### src/rtl/bgm_pkg.sv
`default_nettype none

package bgm_pkg;

  typedef enum logic [2:0] {
    ACT_REGISTER = 3'd0,
    ACT_RECORD   = 3'd1,
    ACT_VERIFY   = 3'd2,
    ACT_QUERY    = 3'd3,
    ACT_CLEAR    = 3'd4
  } action_e;

  localparam logic [1:0] VIOL_NONE     = 2'd0;
  localparam logic [1:0] VIOL_UNKNOWN  = 2'd1;
  localparam logic [1:0] VIOL_BYPASSED = 2'd2;

  localparam logic [7:0]  THRESHOLD_RESET = 8'd3;
  localparam logic [7:0]  COUNT_MAX       = 8'hFF;
  localparam logic [63:0] GENERATION_INIT = 64'd1;

  typedef struct packed {
    logic [2:0]  action;
    logic [63:0] guard_id;
    logic [63:0] recorded_generation;
  } in_t;

  typedef struct packed {
    logic [63:0] generation;
    logic [1:0]  violation;
    logic        critical;
    logic        was_bypassed;
    logic        table_full;
  } out_t;

endpackage

`default_nettype wire

### src/rtl/branch_guard_monitor_table_top.sv
`default_nettype none

// channel | direction | payload        | handshake
// in      | in        | bgm_pkg::in_t  | in_valid_i / in_stall_o
// out     | out       | bgm_pkg::out_t | out_valid_o / out_stall_i
// cfg     | in        | threshold [7:0]| cfg_we_i, no wait
//
// one transaction per cycle unless the result stalls; input in in_q,
// result in out_q; table update adds no stage: lookup, lowest-free search
// and entry write all happen between the input and result registers
// reset empties the table at once through per-entry valid bits, no sweep
// a stalled result holds the pipeline; the input register still fills once

module branch_guard_monitor_table_top #(
  parameter int unsigned GUARD_ENTRIES = 16
) (
  input  wire logic          clk_i,
  input  wire logic          rst_ni,
  input  wire logic          in_valid_i,
  output logic               in_stall_o,
  input  wire bgm_pkg::in_t  in_data_i,
  output logic               out_valid_o,
  input  wire logic          out_stall_i,
  output bgm_pkg::out_t      out_data_o,
  input  wire logic          cfg_we_i,
  input  wire logic [7:0]    cfg_wdata_i
);

  logic          in_valid_q, in_valid_d;
  bgm_pkg::in_t  in_q;
  logic          out_valid_q, out_valid_d;
  bgm_pkg::out_t out_q, result;
  logic [7:0]    threshold_q;
  logic          proc_en, in_load;

  assign proc_en    = in_valid_q && (!out_valid_q || !out_stall_i);
  assign in_load    = !in_valid_q || proc_en;
  assign in_stall_o = !in_load;

  always_comb begin
    in_valid_d = in_load ? in_valid_i : in_valid_q;
    if (proc_en) begin
      out_valid_d = 1'b1;
    end else if (!out_stall_i) begin
      out_valid_d = 1'b0;
    end else begin
      out_valid_d = out_valid_q;
    end
  end

  bgm_table #(.Entries(GUARD_ENTRIES)) u_table (
    .clk_i       (clk_i),
    .rst_ni      (rst_ni),
    .proc_en_i   (proc_en),
    .item_i      (in_q),
    .threshold_i (threshold_q),
    .result_o    (result)
  );

  always_ff @(posedge clk_i or negedge rst_ni) begin
    if (!rst_ni) begin
      in_valid_q  <= 1'b0;
      out_valid_q <= 1'b0;
      threshold_q <= bgm_pkg::THRESHOLD_RESET;
    end else begin
      in_valid_q  <= in_valid_d;
      out_valid_q <= out_valid_d;
      if (cfg_we_i) begin
        threshold_q <= cfg_wdata_i;
      end
    end
  end

  always_ff @(posedge clk_i) begin
    if (in_load && in_valid_i) begin
      in_q <= in_data_i;
    end
    if (proc_en) begin
      out_q <= result;
    end
  end

  assign out_valid_o = out_valid_q;
  assign out_data_o  = out_q;

endmodule

`default_nettype wire

### src/rtl/bgm_lookup.sv
`default_nettype none

module bgm_lookup #(
  parameter int unsigned Entries = 16
) (
  input  wire logic [Entries-1:0] valid_i,
  input  wire logic [63:0]        keys_i [Entries],
  input  wire logic [63:0]        guard_id_i,
  output logic      [Entries-1:0] match_oh_o,
  output logic      [Entries-1:0] free_oh_o,
  output logic                    hit_o,
  output logic                    any_free_o
);

  logic [Entries-1:0] free;

  always_comb begin
    for (int i = 0; i < Entries; i++) begin
      match_oh_o[i] = valid_i[i] && (keys_i[i] == guard_id_i);
    end
  end

  // lowest free entry isolated by the two's complement trick
  assign free       = ~valid_i;
  assign free_oh_o  = free & (~free + {{(Entries-1){1'b0}}, 1'b1});
  assign hit_o      = |match_oh_o;
  assign any_free_o = |free;

endmodule

`default_nettype wire

### src/rtl/bgm_table.sv
`default_nettype none

module bgm_table #(
  parameter int unsigned Entries = 16
) (
  input  wire logic        clk_i,
  input  wire logic        rst_ni,
  input  wire logic        proc_en_i,
  input  wire bgm_pkg::in_t item_i,
  input  wire logic [7:0]  threshold_i,
  output bgm_pkg::out_t    result_o
);

  logic [Entries-1:0] valid_q;
  logic [Entries-1:0] exec_q;
  logic [7:0]         count_q [Entries];
  logic [63:0]        key_q   [Entries];
  logic [63:0]        gen_q, gen_d;

  logic [Entries-1:0] match_oh, free_oh;
  logic               hit, any_free;

  bgm_lookup #(.Entries(Entries)) u_lookup (
    .valid_i    (valid_q),
    .keys_i     (key_q),
    .guard_id_i (item_i.guard_id),
    .match_oh_o (match_oh),
    .free_oh_o  (free_oh),
    .hit_o      (hit),
    .any_free_o (any_free)
  );

  logic [7:0] sel_count, new_count;
  logic       sel_exec;

  always_comb begin
    sel_count = '0;
    sel_exec  = 1'b0;
    for (int i = 0; i < Entries; i++) begin
      sel_count = sel_count | ({8{match_oh[i]}} & count_q[i]);
      sel_exec  = sel_exec | (match_oh[i] & exec_q[i]);
    end
  end

  // saturating bump, only when the guard never ran since the last verify
  assign new_count = (sel_exec || sel_count == bgm_pkg::COUNT_MAX) ? sel_count
                                                                   : sel_count + 8'd1;

  logic is_reg, is_rec, is_ver, is_clr, stale;
  logic ins_en, rec_hit_en, ver_hit_en, clr_en;

  assign is_reg = item_i.action == bgm_pkg::ACT_REGISTER;
  assign is_rec = item_i.action == bgm_pkg::ACT_RECORD;
  assign is_ver = item_i.action == bgm_pkg::ACT_VERIFY;
  assign is_clr = item_i.action == bgm_pkg::ACT_CLEAR;
  assign stale  = (item_i.recorded_generation != '0) &&
                  (item_i.recorded_generation != gen_q);

  assign ins_en     = proc_en_i && (is_reg || is_rec) && !hit && any_free;
  assign rec_hit_en = proc_en_i && is_rec && hit;
  assign ver_hit_en = proc_en_i && is_ver && !stale && hit;
  assign clr_en     = proc_en_i && is_clr;

  always_comb begin
    gen_d = gen_q;
    if (clr_en) begin
      gen_d = gen_q + 64'd1;
      if (gen_d == '0) begin
        gen_d = bgm_pkg::GENERATION_INIT;
      end
    end
  end

  always_comb begin
    result_o              = '0;
    result_o.generation   = gen_d;
    result_o.violation    = bgm_pkg::VIOL_NONE;
    unique case (item_i.action)
      bgm_pkg::ACT_REGISTER,
      bgm_pkg::ACT_RECORD: begin
        result_o.table_full = !hit && !any_free;
      end
      bgm_pkg::ACT_VERIFY: begin
        if (!stale) begin
          if (!hit) begin
            result_o.violation = bgm_pkg::VIOL_UNKNOWN;
            result_o.critical  = 1'b1;
          end else if (!sel_exec) begin
            result_o.violation = bgm_pkg::VIOL_BYPASSED;
            result_o.critical  = new_count >= threshold_i;
          end
        end
      end
      bgm_pkg::ACT_QUERY: begin
        result_o.was_bypassed = !hit || (sel_count != '0);
      end
      default: begin
      end
    endcase
  end

  always_ff @(posedge clk_i or negedge rst_ni) begin
    if (!rst_ni) begin
      valid_q <= '0;
      gen_q   <= bgm_pkg::GENERATION_INIT;
    end else begin
      gen_q <= gen_d;
      if (clr_en) begin
        valid_q <= '0;
      end else if (ins_en) begin
        valid_q <= valid_q | free_oh;
      end
    end
  end

  // entry payload: only meaningful while the valid bit is set
  always_ff @(posedge clk_i) begin
    for (int i = 0; i < Entries; i++) begin
      if (ins_en && free_oh[i]) begin
        key_q[i]   <= item_i.guard_id;
        exec_q[i]  <= is_rec;
        count_q[i] <= '0;
      end else if (rec_hit_en && match_oh[i]) begin
        exec_q[i] <= 1'b1;
      end else if (ver_hit_en && match_oh[i]) begin
        exec_q[i]  <= 1'b0;
        count_q[i] <= new_count;
      end
    end
  end

  a_unique_key: assert property (@(posedge clk_i) disable iff (!rst_ni)
    $onehot0(match_oh))
    else $error("guard key present in more than one entry");

  a_gen_nonzero: assert property (@(posedge clk_i) disable iff (!rst_ni)
    gen_q != '0)
    else $error("table generation reached zero");

  a_clear_empties: assert property (@(posedge clk_i) disable iff (!rst_ni)
    clr_en |=> (valid_q == '0) && (gen_q != $past(gen_q)))
    else $error("clear left entries or kept the generation");

  a_full_flag: assert property (@(posedge clk_i) disable iff (!rst_ni)
    proc_en_i && result_o.table_full |=> $stable(valid_q))
    else $error("dropped insert changed the table");

endmodule

`default_nettype wire
### config.mk
export PLATFORM = sky130hd
export DESIGN_NAME = branch_guard_monitor_table_top
export DESIGN_NICKNAME = d
export VERILOG_FILES = /design/src/rtl/bgm_pkg.sv /design/src/rtl/branch_guard_monitor_table_top.sv /design/src/rtl/bgm_lookup.sv /design/src/rtl/bgm_table.sv
export SDC_FILE = /design/constraint.sdc
export NUM_CORES = 2
export LEC_CHECK = 0
export BUFFER_PORTS_ARGS = -buffer_cell sky130_fd_sc_hd__buf_4
export CAP_MARGIN = 25
export CORE_MARGIN = 2
export CORE_UTILIZATION = 56
export CTS_CLUSTER_SIZE = 24
export DETAILED_ROUTE_END_ITERATION = 6
export GPL_TIMING_DRIVEN = 0
export PLACE_DENSITY = 0.73
export SLEW_MARGIN = 20
export SYNTH_ARGS = -nofsm -noshare
export SYNTH_HDL_FRONTEND = slang
export SYNTH_SLANG_ARGS = --single-unit
### constraint.sdc
create_clock -name clk_i -period 16.8 [get_ports clk_i]
set_input_delay 3.36 -clock clk_i [delete_from_list [all_inputs] [get_ports clk_i]]
set_output_delay 3.36 -clock clk_i [all_outputs]
set_load 0.02 [all_outputs]
Word-level counts from Yosys, hierarchy flattened
Memory sizes are Yosys's and may differ from the RTL's.
Cells that the tools add are included.
{"block": "totals", "reg_bits": 1330, "latch_bits": 0, "ram_bits": 128, "rom_bits": 0, "in_bits": 144, "output_inout_bits": 71, "elab_cells": 442, "mem_count": 1}
{"memory": "u_table.count_q", "words": 16, "word_bits": 8, "rd": 16, "rd_ports_with_merged_regs": 0, "wr": 16, "line_no": "bgm_table.sv:16", "text": "logic [7:0] count_q [Entries];"}
{"block": "classes", "n_addsub": 3, "mul": 0, "n_div": 0, "n_lt_le_gt_ge": 1, "eq_ne": 23, "shift": 0, "mux": 169, "n_bitwise": 84, "reduce_logical": 115}
{"op": "== test 64 bit", "count": 16}
{"op": "2-to-1 mux 1 bit", "count": 146}
{"op": "2-to-1 mux 8 bit", "count": 17}
{"op": "bitwise AND 8 bit", "count": 16}
{"op": "2-to-1 mux 64 bit", "count": 2}
{"op": "bitwise OR 8 bit", "count": 15}
{"op": "logical AND 1 bit", "count": 77}
{"op": "adder 64 x 1 -> 64 bit (second input constant)", "count": 1}
{"op": "zero test 64 bit", "count": 1}
{"op": "inequality test 64 bit", "count": 1}
{"op": "nonzero test 64 bit", "count": 1}
{"op": "nonzero test 3 bit", "count": 16}
{"op": "2-to-1 mux 16 bit", "count": 2}
{"op": "inverter 16 bit", "count": 2}
{"op": "OR reduction 16 bit", "count": 2}
{"op": "bitwise OR 1 bit", "count": 31}
{"op": "adder 16 x 1 -> 16 bit (second input constant)", "count": 1}
{"op": "bitwise AND 1 bit", "count": 16}
{"op": "bitwise AND 16 bit", "count": 1}
{"op": "bitwise OR 16 bit", "count": 1}
{"op": "adder 8 x 1 -> 8 bit (second input constant)", "count": 1}
{"op": "== test 8 bit (second input constant)", "count": 1}
{"op": "greater-or-equal comparator 8 bit", "count": 1}
{"op": "nonzero test 8 bit", "count": 1}
{"op": "other kinds (13)", "count": 26}

Logic depth before layout (Yosys ltp)
{"block": "logic_depth", "word_depth": 24, "mapped_depth": 29, "ltp_nobuf": 24}

Cells and area by module
Synthesis repeated with hierarchy kept, for this count alone.
{"block": "hier_totals", "cells_unflattened": 4181, "hier_area_um2": 63053.0}
{"module": "bgm_table", "n_inst": 1, "cells_each": 2292, "area_each_um2": 43890.8, "seq_area_each_um2": 37076.8}
{"module": "bgm_lookup", "n_inst": 1, "cells_each": 1664, "area_each_um2": 12736.0, "seq_area_each_um2": 0.0}
{"module": "branch_guard_monitor_table_top", "n_inst": 1, "cells_each": 225, "area_each_um2": 6426.2, "seq_area_each_um2": 6258.5}

Worst setup path before layout
OpenSTA, ideal clock, no wires.
{"block": "synth_timing", "kind": "input-to-reg", "start": "input out_stall_i", "end": "memory u_table.count_q[8][0] (netlist: u_table.count_q[1][0]), enable pin", "setup_time_ns": 0.333, "arrival_time_ns": 11.089, "required_time_ns": 16.467, "slack_ns": 5.378, "stages": 8, "path_buffers": 1, "cell_sequence": "nand2_1 -> nand2_1 -> a21oi_1 -> nor4b_1 -> buf_2 -> nand2_1 -> nor4_1 -> or2_1"}
{"item": "start: declaration", "line_no": "branch_guard_monitor_table_top.sv:23", "text": "input wire logic out_stall_i,"}
{"item": "end: declaration", "line_no": "bgm_table.sv:16"}

Final worst setup path
{"block": "layout_timing", "start": "register in_q[66] (netlist bit)", "end": "register out_q (netlist bit out_data_o[2]) (data pin)"}
{"block": "layout_between", "elab_chain_cells": 24, "elab_cells_between_ends": 102, "classes_between": "add/sub: 1; order compare: 1; eq/ne: 17; mux: 3; bitwise: 62; reduce/logical: 18"}
{"item": "start: declaration", "line_no": "branch_guard_monitor_table_top.sv:30", "text": "bgm_pkg::in_t in_q;"}
{"item": "start signal: assignment", "line_no": "branch_guard_monitor_table_top.sv:76", "text": "in_q <= in_data_i;"}
{"item": "parallel branches: the longest is 23 deep, another holds == test 64 bit"}
{"item": "2-to-1 mux 2 bit (*)", "line_no": "bgm_table.sv:85", "text": "if (!hit) begin"}
{"item": "end signal: assignment", "line_no": "branch_guard_monitor_table_top.sv:79", "text": "out_q <= result;"}
{"item": "end: declaration", "line_no": "branch_guard_monitor_table_top.sv:32", "text": "bgm_pkg::out_t out_q, result;"}
Mark *: on every way between the ends.
A chain may end at the register's enable or synchronous reset.

==> results list <==
* Overall routing resource usage: 41.4%
- Core area: around 110000 um2
* Pin slew with the least headroom to its limit: 1.26 ns
- In the synthesized netlist the async set-or-reset flop fraction comes to 6.17%.
- Number of optimization iterations in the first detailed-route pass: 7
- In this run the count of I/O pins placed on the die edge is 215.
- Compared with the post-synthesis result, the final layout area differs by 17.4%.
* Path type of the worst min-delay path: register to register
- GR Util met3: 13.8%
- GR met2 Demand/Resource: 59.6%
- Hold timing on the final database bottoms out at a slack of 0.511 ns.
* Via count of the first global-routing pass: 41800
- Number of hold-repair buffers added at the cts stage: 0
* Via/cell ratio: 6.73
- For this run, the top clock speed supported by timing is 114 MHz.
- Averaged over all synthesized cells, the footprint is 14.4 um2.
* Residual overflow from global routing: 0
- The synthesized netlist devotes 12.8% of its cell area to XOR and XNOR gates.
* Wire per inst: roughly 37 um
- Dividing total power by cell area gives a power density of 108 nW/um2.
- Counting every net in the synthesized netlist gives about 4600.
* Part of the power in the clock network: 40.8%
- Prevailing post-synth register cell: sky130_fd_sc_hd__edfxtp_1
- Number of slew-limit violations in the final report: 0
* Die outline area: 116000 um2
- In this run the static leakage power is ~26 nW.
- Worst skew pair latency: 0.78 ns
* Nature of the critical path endpoint: register
- Setup violations remaining at the end of the flow were counted as 0.
- Initial drt markers: 8606
- After clock tree synthesis, the clock-pin slew on the worst setup and hold paths is 0.06 ns.
- Main combinational cell family by area after synthesis: XOR/XNOR gates
* CTS tree: yes
- The tool flagged a number of max-cap violations equal to 0.
- Buffers inserted during post-CTS setup optimization: 0
- Maximum net fanout on the critical path: 10
- Of the total power, registers draw 51.1%.
- Layout cell share with drive strength beyond 1: 16.3%
* Wire length after detailed routing: 243000 um
- After filler insertion, the fill cell instance count of the layout stands at 7975.
- The worst setup path is launched from a register.
- Entering global routing, the biggest net connects 91 pins.
- Final core utilization: 66.3%
* Switching fraction of total power: 24.3%
* Final Hold Violating Endpoints: 0
* Clock tree sinks: 1458
- DRC viols: 1
- Summing the areas of all fa, ha and maj instances in the mapped netlist gives 0.197% of the synthesized area.
- Met1 usage in global routing: 54.5%
- The number of different library cells used by synthesis comes to 84.
- The analysis attributes to net switching a power of 0.00196 W.
* RSZ-0062 raised after global routing: false
- Counting along the longest clock path gives a buffer depth of 3.
- At the end of routability-driven placement, the weighted congestion stood at 1.02.
- The worst setup path is of the register to register kind.
* Count of buffers inserted at the top-level ports: 214
- H-tree lvl count: 4
* Flip-flop and latch count after synthesis: about 1500
- Number of placed instances with taps included: 6293
* Number of enable-type register cells in the synthesized netlist: 1368
- Yosys printed 0 warnings.
- From bottom edge to top edge, the die measures 341 um.
* Simple-gate share of the synthesized area: between 10% and 20%
- Summed over all failing endpoints, the final setup total negative slack is 0 ns.
- Summing over every cut layer, the via total after detailed routing is 44300.
- The initial utilization of the core area, before any placement, comes to 56.5%.
- Final-stage net count: 5098
- Cell-internal power: 0.00610 W
- In this run the tightest slew margin relative to its limit is 14.9%.
- The routed design could run at a clock period as short as 8.74 ns.
* First-pass GRT wire length: 327000 um
- The detail route stage leaves a number of antenna-violating nets equal to 0.
* Final worst-path cycle share: 52.0%
- Violated checks: design-rule violations
- Die span in x: about 340 um
* Data required time of the worst path: approximately 17 ns
- After the flow finishes, the layout carries non-filler instances totaling about 6600.
- Multiplexer cells account for less than 1% of the synthesized area.
- The wire-length estimate of the detail-placed layout is 172000 um.
* Register area share after synthesis: about two thirds
* Share of the synthesized area in compound gates (AO/OA/AOI/OAI): under 10%
- Number of antenna violations at the first check in global routing: 31
- Clock tree synthesis inserted a total of about 150 buffers.
- The flow ran to the end, but the final reports show violations.
- After global routing, the most crowded layer is met2.
- Post-synthesis instance area: 63600 um2
* Relative contribution of combinational cells to total power: 8.1%
- Gates resized during post-CTS repair numbered 0.
- The clock arrives with 0.0351 ns of skew.
- The tree is rooted in a sky130_fd_sc_hd__clkbuf_16.
- Peak VDD IR: 0.000115 V
- At the worst endpoint, the arrival time is between 9 and 10 ns.
* Cell count after synthesis: 4407
* Number of core rows: 123
==> kinds of logic (layout without fill, tap and decap cells) <==
family / Yosys count / count (layout)
DFF: 1458 / 1458
and+or+nand+nor: 1334 / 1334
buffers and inverters: 343 / 1001
AOI/OAI and AO/OA: 321 / 321
adders and majority gates: 10 / 10
other: 0 / 13
muxes: 11 / 11
xor gates and xnor gates: 930 / 930
==> state kept, by name, indices dropped and copies added (netlist names) <==
signal / flops
out_data_o: 69
threshold_q: 8
u_table.gen_q: 64
u_table.key_q: 1024
out_valid_o: 1
u_table.exec_q: 16
in_q: 131
u_table.count_q: 128
u_table.valid_q: 16
in_valid_q: 1
==> per-stage QoR <==
stage	power, W	area, um2	setup slack [ns]
2_1_floorplan	0.00444	63600	5.38
3_3_place_gp	0.00475	67100	-0.537
3_5_place_dp	0.00481	69900	8.21
4_1_cts	0.00801	74600	8.19
5_1_grt	0.00818	74700	8.01
6_report	0.00807	74700	8.06
==> synth_stat cells, types with 10 or more instances <==
cell,count,area (um2)
sky130_fd_sc_hd__edfxtp_1,1368,41100
sky130_fd_sc_hd__xnor2_1,509,4460
sky130_fd_sc_hd__xor2_1,420,3680
sky130_fd_sc_hd__nand4_1,234,1460
sky130_fd_sc_hd__nor4_1,174,1090
sky130_fd_sc_hd__nand2_1,162,608
sky130_fd_sc_hd__and2_1,130,813
sky130_fd_sc_hd__nand2b_1,123,769
sky130_fd_sc_hd__buf_2,98,490
sky130_fd_sc_hd__nand3_1,98,490
sky130_fd_sc_hd__nor2_1,97,364
sky130_fd_sc_hd__inv_1,88,330
sky130_fd_sc_hd__dfrtp_1,87,2180
sky130_fd_sc_hd__clkbuf_1,86,323
sky130_fd_sc_hd__nor2b_1,69,432
sky130_fd_sc_hd__nor3_1,62,310
sky130_fd_sc_hd__o2111ai_1,47,412
sky130_fd_sc_hd__buf_4,44,330
sky130_fd_sc_hd__o22ai_1,44,275
sky130_fd_sc_hd__and3_1,42,263
sky130_fd_sc_hd__a21oi_1,29,145
sky130_fd_sc_hd__or4_1,27,203
sky130_fd_sc_hd__nor3b_1,22,165
sky130_fd_sc_hd__a2111oi_0,21,184
sky130_fd_sc_hd__or3_1,20,125
sky130_fd_sc_hd__o21ai_0,19,95.1
sky130_fd_sc_hd__o2bb2ai_1,19,166
sky130_fd_sc_hd__and4_1,16,140
sky130_fd_sc_hd__o21a_1,16,120
sky130_fd_sc_hd__a22o_1,15,131
sky130_fd_sc_hd__o221ai_1,13,114
sky130_fd_sc_hd__or2_2,12,75.1
sky130_fd_sc_hd__a21o_1,11,82.6
sky130_fd_sc_hd__a222oi_1,11,110
sky130_fd_sc_hd__inv_2,11,41.3
sky130_fd_sc_hd__a221oi_1,10,87.6
sky130_fd_sc_hd__ha_1,10,125
==> area by class of cell <==
class | instances | area (um2) | area share [%]
sequential | 1458 | 43300 | 58.0
multi-input combinational | 2606 | 18900 | 25.3
timing repair buffer | 388 | 4210 | 5.63
clock buffer | 190 | 3990 | 5.33
tap | 1500 | 1880 | 2.51
buffer | 237 | 1200 | 1.61
clock inverter | 80 | 734 | 0.983
inverter | 106 | 413 | 0.553
antenna | 13 | 32.5 | 0.0435
==> cell usage in the layout, fill, tap and decap left out, types with 27 or more instances in the layout <==
cell type,instances
sky130_fd_sc_hd__nand2b_1,123
sky130_fd_sc_hd__or4_1,27
sky130_fd_sc_hd__and2_1,129
sky130_fd_sc_hd__nor2_1,92
sky130_fd_sc_hd__buf_16,30
sky130_fd_sc_hd__o2111ai_1,47
sky130_fd_sc_hd__a21oi_1,28
sky130_fd_sc_hd__buf_2,109
sky130_fd_sc_hd__clkbuf_1,118
sky130_fd_sc_hd__buf_4,292
sky130_fd_sc_hd__and3_1,42
sky130_fd_sc_hd__nor2b_1,68
sky130_fd_sc_hd__buf_8,74
sky130_fd_sc_hd__nand3_1,98
sky130_fd_sc_hd__edfxtp_1,1368
sky130_fd_sc_hd__xnor2_1,508
sky130_fd_sc_hd__o22ai_1,44
sky130_fd_sc_hd__nor3_1,56
sky130_fd_sc_hd__nand2_1,162
sky130_fd_sc_hd__nor4_1,160
sky130_fd_sc_hd__nand4_1,234
sky130_fd_sc_hd__inv_1,82
sky130_fd_sc_hd__clkinv_1,41
sky130_fd_sc_hd__dfrtp_1,87
sky130_fd_sc_hd__clkbuf_16,151
sky130_fd_sc_hd__xor2_1,420
==> metal layers <==
layer	part of all wire, %	up-vias	routed length [um]
li1	-	17600	-
met1	34	21800	83600
met2	42	4055	103000
met3	16	816	38000
met4	7.3	10	17800
met5	0.077	-	186
==> power by group through the flow <==
stage                     clock [W]  sequential [W]  combinational (W)
final                       0.00329         0.00413           0.000652
after global routing        0.00341         0.00412           0.000651
after CTS                   0.00327         0.00412           0.000618
after detailed placement          0         0.00420           0.000614
after global placement            0         0.00428           0.000474
after floorplan                   0         0.00419           0.000252
==> worst max-delay path, cell delays in order (launching register included) <==
cell	delay [ns]
sky130_fd_sc_hd__edfxtp_1	1.05
sky130_fd_sc_hd__buf_2	0.57
sky130_fd_sc_hd__inv_1	0.41
sky130_fd_sc_hd__a221o_1	0.51
sky130_fd_sc_hd__nor4_1	0.44
sky130_fd_sc_hd__nand4_1	0.64
sky130_fd_sc_hd__nor4_1	0.90
sky130_fd_sc_hd__a311o_1	0.30
sky130_fd_sc_hd__or4_1	0.31
sky130_fd_sc_hd__ha_1	0.24
sky130_fd_sc_hd__inv_1	0.11
sky130_fd_sc_hd__o31ai_2	0.36
sky130_fd_sc_hd__xnor2_2	0.38
sky130_fd_sc_hd__buf_2	0.47
sky130_fd_sc_hd__inv_2	0.06
sky130_fd_sc_hd__ha_1	0.26
sky130_fd_sc_hd__nand2b_1	0.14
sky130_fd_sc_hd__a21o_1	0.17
sky130_fd_sc_hd__a21o_1	0.17
sky130_fd_sc_hd__a21o_1	0.17
sky130_fd_sc_hd__a21oi_1	0.15
sky130_fd_sc_hd__nor2b_1	0.06
sky130_fd_sc_hd__o21ai_0	0.15
sky130_fd_sc_hd__nand2b_1	0.07
sky130_fd_sc_hd__a21oi_1	0.20
sky130_fd_sc_hd__o21a_1	0.14
sky130_fd_sc_hd__nor2_1	0.03
==> worst paths after layout <==
check                      slack [ns]  cells past startpoint               end        from
max                              8.06                     26     out_data_o[2]    in_q[66]
min                              0.51                      1       out_valid_o  in_valid_q
max reg2reg                      8.06                     26     out_data_o[2]    in_q[66]
min reg2reg                      0.51                      1       out_valid_o  in_valid_q
max in group asynchronous       13.41                      1  u_table.gen_q[5]      rst_ni
min in group asynchronous        2.66                      1    threshold_q[2]      rst_ni
Note: power is estimated with default switching activity, not from simulation.
